==> src/sv/shvw_pkg.sv <==
// ---------------------------------------------------------------------------
// shvw_pkg
// Shared constants, register indices, state and memory request types for the
// spatial hash vertex weld.
// ---------------------------------------------------------------------------
package shvw_pkg;

  localparam int TABLE_SIZE   = 1024;
  localparam int BUCKET_DEPTH = 8;
  localparam int BUCKET_W     = $clog2(TABLE_SIZE);
  localparam int SLOT_W       = $clog2(BUCKET_DEPTH);
  localparam int ID_W         = 13;
  localparam int ADDR_W       = BUCKET_W + SLOT_W;
  localparam int FILL_W       = $clog2(BUCKET_DEPTH + 1);
  localparam int COORD_W      = 32;
  localparam int CSIZE_W      = 31;
  localparam int CFG_IDX_W    = 3;

  localparam logic [CSIZE_W-1:0] CELL_SIZE_RST = 31'd65536;
  localparam logic [CSIZE_W-1:0] TOL_RST       = 31'd66;
  localparam logic [31:0]        PRIME_X_RST   = 32'd73856093;
  localparam logic [31:0]        PRIME_Y_RST   = 32'd19349663;
  localparam logic [31:0]        PRIME_Z_RST   = 32'd83492791;

  localparam logic [FILL_W-1:0]  FILL_MAX = FILL_W'(BUCKET_DEPTH);

  typedef enum logic [CFG_IDX_W-1:0] {
    REG_CELL_SIZE = 3'd0,
    REG_TOLERANCE = 3'd1,
    REG_PRIME_X   = 3'd2,
    REG_PRIME_Y   = 3'd3,
    REG_PRIME_Z   = 3'd4
  } cfg_reg_t;

  typedef enum logic [3:0] {
    ST_IDLE,
    ST_DIV,
    ST_MUL,
    ST_SUM,
    ST_FRD,
    ST_FWAIT,
    ST_PRD,
    ST_CMP,
    ST_WR
  } state_t;

  typedef struct packed {
    logic                  pt_we;
    logic [ADDR_W-1:0]     pt_addr;
    logic [3*COORD_W-1:0]  pt_wdata;
    logic                  fill_we;
    logic [BUCKET_W-1:0]   fill_addr;
    logic [FILL_W-1:0]     fill_wdata;
  } mem_req_t;

endpackage

==> src/sv/shvw_div.sv <==
// ---------------------------------------------------------------------------
// shvw_div
// Restoring radix-2 divider: 32-bit magnitude by 31-bit cell size, one
// quotient bit per cycle. A zero divisor acts as one.
// ---------------------------------------------------------------------------
module shvw_div (
  input  logic        clk,
  input  logic        rst_n,
  input  logic        start,
  input  logic [31:0] dividend,
  input  logic [30:0] divisor,
  output logic        done,
  output logic [31:0] quotient
);
  import shvw_pkg::*;

  logic        run_r, run_nxt;
  logic [4:0]  cnt_r, cnt_nxt;
  logic [30:0] rem_r, rem_nxt;
  logic [31:0] quo_r, quo_nxt;
  logic [30:0] dvs_r, dvs_nxt;
  logic        done_r, done_nxt;
  logic [31:0] rem_sh;
  logic        ge;

  assign rem_sh = {rem_r, quo_r[31]};
  assign ge     = rem_sh >= {1'b0, dvs_r};

  always_comb begin
    run_nxt  = run_r;
    cnt_nxt  = cnt_r;
    rem_nxt  = rem_r;
    quo_nxt  = quo_r;
    dvs_nxt  = dvs_r;
    done_nxt = 1'b0;
    if (start) begin
      run_nxt = 1'b1;
      cnt_nxt = '0;
      rem_nxt = '0;
      quo_nxt = dividend;
      dvs_nxt = (divisor == '0) ? 31'd1 : divisor;
    end else if (run_r) begin
      rem_nxt = ge ? 31'(rem_sh - {1'b0, dvs_r}) : rem_sh[30:0];
      quo_nxt = {quo_r[30:0], ge};
      cnt_nxt = cnt_r + 5'd1;
      if (cnt_r == 5'd31) begin
        run_nxt  = 1'b0;
        done_nxt = 1'b1;
      end
    end
  end

  always_ff @(posedge clk) begin
    if (!rst_n) begin
      run_r  <= 1'b0;
      cnt_r  <= '0;
      done_r <= 1'b0;
    end else begin
      run_r  <= run_nxt;
      cnt_r  <= cnt_nxt;
      done_r <= done_nxt;
    end
    rem_r <= rem_nxt;
    quo_r <= quo_nxt;
    dvs_r <= dvs_nxt;
  end

  assign done     = done_r;
  assign quotient = quo_r;

endmodule

==> config.mk <==
export PLATFORM = sky130hd
export DESIGN_NAME = shvw_div
export DESIGN_NICKNAME = d
export VERILOG_FILES = /design/src/sv/shvw_pkg.sv /design/src/sv/shvw_div.sv
export SDC_FILE = /design/constraint.sdc
export NUM_CORES = 1
export LEC_CHECK = 0
export BUFFER_PORTS_ARGS = -buffer_cell sky130_fd_sc_hd__buf_2
export CAP_MARGIN = 30
export CORE_MARGIN = 5
export CORE_UTILIZATION = 59
export CTS_BUF_LIST = sky130_fd_sc_hd__clkbuf_16
export DETAILED_ROUTE_END_ITERATION = 7
export HOLD_SLACK_MARGIN = 0.05
export PLACE_DENSITY = 0.94
export SLEW_MARGIN = 20
export SYNTH_ARGS = -nofsm -noshare
export SYNTH_HDL_FRONTEND = slang
export SYNTH_SLANG_ARGS = --single-unit
==> constraint.sdc <==
create_clock -name clk -period 4.6 [get_ports clk]
set_input_delay 0 -clock clk [delete_from_list [all_inputs] [get_ports clk]]
set_output_delay 0 -clock clk [all_outputs]
set_load 0.1 [all_outputs]
==> out/qor.csv, run 1 <==
metric,value,unit
hpwl,10.46,mm
hp-class,in -> reg,
end_kind,flop,
synthArstFlopShare,0,
grt_pass1_wl,26.44,mm
path_clk_slew,0.08,ns
wl_per_cell,19.84,um
synth.net_count,686,
grt-ovfl-total,0,
num_vias,5232,
port-buffer-count,98,
syn_avg_cell_area,9.952,um2
setup_viol_count_final,0,
hold_viol_final,0,
fin_skew,0.01704,ns
drtIter0Drc,601,
crit_fanout,20,
max-slew-margin-rel,0.4804,
fin_nets,816,
min_path_cells,1,
dp_slack,1.237,ns
firstDrtPassIters,6,
drv_cap,0,
leakage,3.080,nW
clock_latency,0.36,ns
worstSetupStartpointType,flop,
areaGrowthSynthToFinish,25.21,%
cellPowerDensity,356.9,nW/um2
rsz0062_at_grt,false,
synth_seq_cells,101,
yosysSeqAreaShare,0.4548,
cts.sinks,101,
track_usage,0.2890,
reg2reg_depth,13,
crit_type,reg -> reg,
drive_above_1_share,0.2219,
fmax,285.0,MHz
synthCells,586,
worstPathArrival,3.71,ns
finalCriticalPeriod,3.508,ns
cts_tree,built,
fp.dieW,109.4,um
syn_area,5832,um2
grt_pass1_vias,5149,
synth_warnings,0,
antenna_found_initial,0,
postRouteAntennaNets,0,
root_buffer,clkbuf_16,
core_area,9729,um2
slew_viol_final,0,
status,"complete, no violations",
synth_edf_count,63,
h-tree-depth,3,
finalPower,2.606,mW
fin_util,0.7505,
drc,0,
synth_ff_type,edfxtp_1,
start_util,0.5994,
std_cell_rows,36,
numCtsBuffers,9,
tns,0,ns
worst_slack,1.092,ns
ios,99,
die_area,11970,um2
fin_crit_sh,0.7627,
required,4.80,ns
clockBufferDepth,2,
tightestPinTransition,0.7785,ns
routed_wl,16.97,mm
grt_start_max_net_pins,50,
peakVddDrop,0.0003220,V
ys_types,55,
viasPerCell,6.119,
routabilityCongestion,0.9734,
die_y,109.4,um
[cell usage after synthesis, types with 3 or more instances]
cell type,number,area [um2]
a21oi_1,40,200.2
nand4_1,8,50.05
mux2_2,32,360.4
ha_1,33,412.9
o211ai_1,3,22.52
and3_1,6,37.54
clkbuf_1,42,157.7
o21ai_0,33,165.2
nand3_1,5,25.02
nor3_1,11,55.05
nor4_1,7,43.79
dfxtp_1,38,760.7
nand2b_1,10,62.56
a211oi_1,14,105.1
xnor2_1,20,175.2
edfxtp_1,63,1892
xor2_1,9,78.83
nor2_1,38,142.6
buf_6,5,56.30
inv_1,45,168.9
o21bai_1,8,60.06
o21a_1,5,37.54
a31oi_1,3,18.77
a21o_1,7,52.55
mux2i_1,18,180.2
nand2_1,43,161.4
o21ai_1,4,20.02
[stage by stage]
step,instances,hold WS [ns],instance area (um2)
floorplan,586,0.1125,5832
global placement,773,0.1915,6302
detailed placement,774,0.1941,6330
CTS,854,0.1367,7300
global route,854,0.1494,7300
finish,855,0.1451,7302
[kinds of logic after synthesis]
logic type / after synthesis / synth area share
flip-flops: 101 / 0.4548
AND/OR/NAND/NOR: 140 / 0.1137
multiplexers: 50 / 0.09268
buffers and inverters: 93 / 0.06651
AO/OA/AOI/OAI: 139 / 0.1545
XOR/XNOR: 29 / 0.04355
adder cells (fa/ha/maj): 34 / 0.07423
[worst paths after layout]
kind	startpoint	endpoint	slack, ns
max	quotient[31]	rem_r[18]	1.09
min reg2reg	rem_r[11]	rem_r[11]	0.49
max reg2reg	quotient[31]	rem_r[18]	1.09
min	start	dvs_r[17]	0.15
[critical path, cell delays in order, from the launching register on]
cell,delay (ns)
edfxtp_1,0.37
inv_1,0.05
ha_1,0.21
fa_1,0.40
nand2b_1,0.18
a21oi_1,0.24
nor3_1,0.10
o21a_2,0.25
a221oi_2,0.21
o21a_2,0.53
buf_4,0.37
nor2_1,0.11
a22oi_1,0.16
o21ai_0,0.17
[layout by cell type (no fill, tap or decap), types with 3 or more instances in the layout]
cell           synthesis  routed
buf_2                  1      97
dlygate4sd3_1          0      64
edfxtp_1              63      63
inv_1                 45      45
nand2_1               43      43
a21oi_1               40      40
nor2_1                38      38
dfxtp_1               38      38
o21ai_0               33      33
ha_1                  33      33
mux2_2                32      32
xnor2_1               20      20
mux2i_1               18      18
a211oi_1              14      14
nor3_1                11      11
nand2b_1              10      10
xor2_1                 9       9
clkbuf_16              0       9
nand4_1                8       8
o21bai_1               8       8
a21o_1                 7       7
nor4_1                 7       7
and3_1                 6       6
nand3_1                5       5
o21a_1                 5       5
buf_4                  0       5
o21ai_1                4       4
o211ai_1               3       3
a31oi_1                3       3
[power by group]
group | switching (mW) | internal [mW]
clock | 0.365 | 0.485
combinational | 0.460 | 0.216
sequential | 0.0411 | 1.04
[sequential cells by signal, indices dropped and copies added (netlist names)]
signal	count
done	1
quotient	32
rem_r	31
cnt_r	5
run_r	1
dvs_r	31
[what timing repair did]
action                                 CTS  global route
setup endpoints to repair                0             0
buffers inserted                         0             0
endpoints found under the hold margin   70             0
hold buffers                            64             0
gates resized for setup                  0             0
[layout make-up]
class                           instances  area (um2)
Clock inverter                          7       103.9
Fill cell                             618        2427
Antenna cell                            1       2.502
Timing Repair Buffer                  167        1191
Multi-Input combinational cell        392        2791
Inverter                               45       168.9
Sequential cell                       101        2653
Clock buffer                            9       225.2
Tap cell                              133       166.4
[metal layers]
layer | vias up | routed length (um) | GRT usage
met5 | - | 0 | 0
met4 | 0 | 931 | 0.1451
met3 | 80 | 1266 | 0.06283
met2 | 301 | 8577 | 0.5026
met1 | 2505 | 6192 | 0.3348
li1 | 2346 | - | -
Note: power is estimated with default switching activity, not from simulation.
==> run 2: changes to the inputs <==
--- a/config.mk
+++ b/config.mk
@@ -5,14 +5,15 @@
 export SDC_FILE = /design/constraint.sdc
 export NUM_CORES = 1
 export LEC_CHECK = 0
+export ABC_AREA = 1
 export BUFFER_PORTS_ARGS = -buffer_cell sky130_fd_sc_hd__buf_2
 export CAP_MARGIN = 30
 export CORE_MARGIN = 5
-export CORE_UTILIZATION = 59
+export CORE_UTILIZATION = 58
 export CTS_BUF_LIST = sky130_fd_sc_hd__clkbuf_16
 export DETAILED_ROUTE_END_ITERATION = 7
 export HOLD_SLACK_MARGIN = 0.05
-export PLACE_DENSITY = 0.94
+export PLACE_DENSITY = 0.92
 export SLEW_MARGIN = 20
 export SYNTH_ARGS = -nofsm -noshare
 export SYNTH_HDL_FRONTEND = slang
==> constraint.sdc (replaced) <==
create_clock -name clk -period 3.3 [get_ports clk]
set_input_delay 0 -clock clk [delete_from_list [all_inputs] [get_ports clk]]
set_output_delay 0 -clock clk [all_outputs]
set_load 0.1 [all_outputs]
==> out/qor.csv, run 2 <==
metric,value,unit,change
status,"complete, no violations",,unchanged
wl_per_cell,18.42,um,was 19.84 um
synth_seq_cells,101,,unchanged
synth_simple_gate_area_frac,0.3685,,was 0.1137
grt_pass1_vias,7430,,"was 5,149"
mostFrequentLayoutCell,nand2_1,,was buf_2
fin_skew,0.01122,ns,was 0.01704 ns
h-tree-depth,3,,unchanged
synthArstFlopShare,0,,unchanged
postRouteAntennaNets,0,,unchanged
die_area,14210,um2,"was 11,970 um2"
die_y,119.2,um,was 109.4 um
grt_start_max_net_pins,40,,was 50
hpwl,13.57,mm,was 10.46 mm
slowest_stage,edfxtp_1,,was o21a_2
worstSetupStartpointType,flop,,unchanged
fin_area,8335,um2,was 7302 um2
synth_compound_area_frac,0.03419,,was 0.1545
cts_setup_buffers,0,,unchanged
rsz0062_at_grt,false,,unchanged
yosys-top-cells-count,"nand2_1 (406), inv_1 (174), nand3_1 (77)",,"was edfxtp_1 (63), inv_1 (45), nand2_1 (43)"
max-slew-margin-rel,0.4623,,was 0.4804
ios,99,,unchanged
root_buffer,clkbuf_16,,unchanged
tightestPinTransition,0.8057,ns,was 0.7785 ns
cellPowerDensity,397.5,nW/um2,was 356.9 nW/um2
synth.net_count,1115,,was 686
fp.dieW,119.2,um,was 109.4 um
final_cell_mix,"nand2_1 (406), inv_1 (174), buf_2 (98), nand3_1 (77), dlygate4sd3_1 (64)",,"was buf_2 (97), dlygate4sd3_1 (64), edfxtp_1 (63), inv_1 (45), nand2_1 (43)"
clock_latency,0.36,ns,about the same
crit_fanout,31,,was 20
cp_slowest_stage_delay,0.41,ns,was 0.53 ns
slew_viol_final,0,,unchanged
syn_area,6917,um2,was 5832 um2
track_usage,0.3279,,was 0.2890
ys_types,37,,was 55
synth_warnings,0,,unchanged
core_area,11560,um2,was 9729 um2
drtIter0Drc,1027,,was 601
n_antenna_cell,0,,was 1
cp_common_cell,nand2_1,,was o21a_2
synth_xor_area_frac,0.01773,,was 0.04355
yosysTopAreaCell,edfxtp_1,,unchanged
peakVddDrop,0.0004922,V,was 0.0003220 V
synth_top_area_frac,0.2735,,was 0.3244
grt_pass1_wl,37.23,mm,was 26.44 mm
viasPerCell,5.794,,was 6.119
std_cell_rows,39,,was 36
hp-class,in -> reg,,unchanged
areaGrowthSynthToFinish,20.51,%,was 25.21%
fmax,374.7,MHz,was 285.0 MHz
drv_cap,0,,unchanged
synth_fa_ha_area_frac,0.06259,,was 0.07423
grt-ovfl-total,0,,unchanged
multi_input_area,3343,um2,was 2791 um2
syn_avg_cell_area,6.814,um2,was 9.952 um2
start_util,0.5981,,was 0.5994
largest_register_ffs,32,,unchanged
path_clk_slew,0.08,ns,about the same
fin_nets,1243,,was 816
crit_type,reg -> reg,,unchanged
clockBufferDepth,2,,unchanged
hold_viol_final,0,,unchanged
drive_above_1_share,0.1315,,was 0.2219
routabilityCongestion,0.9888,,was 0.9734
finalCriticalPeriod,2.669,ns,was 3.508 ns
num_vias,7480,,"was 5,232"
cts_tree,built,,unchanged
end_kind,flop,,unchanged
layout.area.seq,2653,um2,unchanged
fin_crit_sh,0.8087,,was 0.7627
antenna_found_initial,0,,unchanged
synth_ff_type,edfxtp_1,,unchanged
synth_top_family_by_area,simple AND/OR/NAND/NOR gates,,was compound AO/OA/AOI/OAI gates
cts.sinks,101,,unchanged
setup_viol_count_final,0,,unchanged
synth_edf_count,63,,unchanged
numCtsBuffers,9,,unchanged
routed_wl,23.79,mm,was 16.97 mm
port-buffer-count,98,,unchanged
synthMuxAreaShare,0,,was 0.09268
place_area,7393,um2,was 6330 um2
firstDrtPassIters,8,,was 6
crit_path_cell_trace,"inv_1, ha_1, nand2_1, nand2_1, nand2_1, nand2_1, a21oi_2, nor2_4, nor2_8, nand2_4, nand2_1, nand3_1, o21ai_1",,"was inv_1, ha_1, fa_1, nand2b_1, a21oi_1, nor3_1, o21a_2, a221oi_2, o21a_2, buf_4, nor2_1, a22oi_1, o21ai_0"
worstPathArrival,2.94,ns,was 3.71 ns
yosysSeqAreaShare,0.3835,,was 0.4548
required,3.57,ns,was 4.80 ns
synth_most_common_cell,nand2_1,,was edfxtp_1
fin_hold_ws,0.2072,ns,was 0.1451 ns
drc,0,,unchanged
tns,0,ns,unchanged
nFillCells,753,,was 618
synth_area_leaders,"edfxtp_1 (27%), nand2_1 (22%), dfxtp_1 (11%), inv_1 (9.4%), ha_1 (6.0%)",,"was edfxtp_1 (32%), dfxtp_1 (13%), ha_1 (7.1%), mux2_2 (6.2%), a21oi_1 (3.4%)"
leakage,4.545,nW,was 3.080 nW
synthCells,1015,,was 586
## run 2: area by class of cell
class                   instances  share of cell area
flip-flops and latches        101              0.3182
clock buffers                   9             0.02702
repair buffers                169              0.1444
inverters                     182             0.08196
well taps                     143             0.02147
clock inverters                 7            0.005854
multi-input cells             680              0.4011
## run 2: path summary, 6_finish.rpt
path	startpoint	end	slack [ns]	depth (start not counted)
worst max register to register	dvs_r[21]	rem_r[1]	0.63	13
worst max-delay path	dvs_r[21]	rem_r[1]	0.63	13
worst min-delay path	start	dvs_r[1]	0.21	1
worst min register to register	rem_r[12]	rem_r[12]	0.48	2
## run 2: worst max-delay path, delay by kind of cell, from the launching register on
| family | cells | cell delay [ns] |
|---|---|---|
| and+or+nand+nor | 9 | 1.39 |
| DFF | 1 | 0.41 |
| buffers and inverters | 1 | 0.09 |
| AOI/OAI and AO/OA | 2 | 0.38 |
| adders and majority gates | 1 | 0.30 |
## run 2: per-stage QoR
stage / utilization / setup slack [ns] / power [mW] / cells
final: 0.7208 / 0.6314 / 3.313 / 1291
after floorplan: - / 0.4818 / 2.015 / 1015
after CTS: 0.7184 / 0.8228 / 3.215 / 1290
after detailed placement: 0.6393 / 0.8568 / 2.170 / 1210
after global routing: 0.7208 / 0.4772 / 3.401 / 1291
after global placement: 0.6393 / 1.049 / 2.154 / 1210
## run 2: cell families after synthesis
kind of cell	after synthesis
buffers and inverters	234
xor gates and xnor gates	14
DFF	101
and+or+nand+nor	590
adders and majority gates	34
AOI/OAI and AO/OA	42
## run 2: repair_timing
item,4_1_cts,5_1_grt
gates resized for setup,0,0
hold endpoints to repair,67,0
hold buffers,64,0
## run 2: metal layers
layer | routed length, um | vias up | part of all wire | GRT usage
met2 | 11220 | 657 | 0.47 | 0.5648
met4 | 1465 | 0 | 0.062 | 0.1694
met5 | 0 | - | 0 | 0
met1 | 8295 | 3304 | 0.35 | 0.3867
li1 | - | 3370 | - | -
met3 | 2803 | 149 | 0.12 | 0.06635
## run 2: report_power, final
part	total [mW]	internal (mW)	switching, mW
combinational	0.787	0.198	0.589
clock	1.04	0.516	0.528
sequential	1.48	1.43	0.0514
total	3.31	2.14	1.17
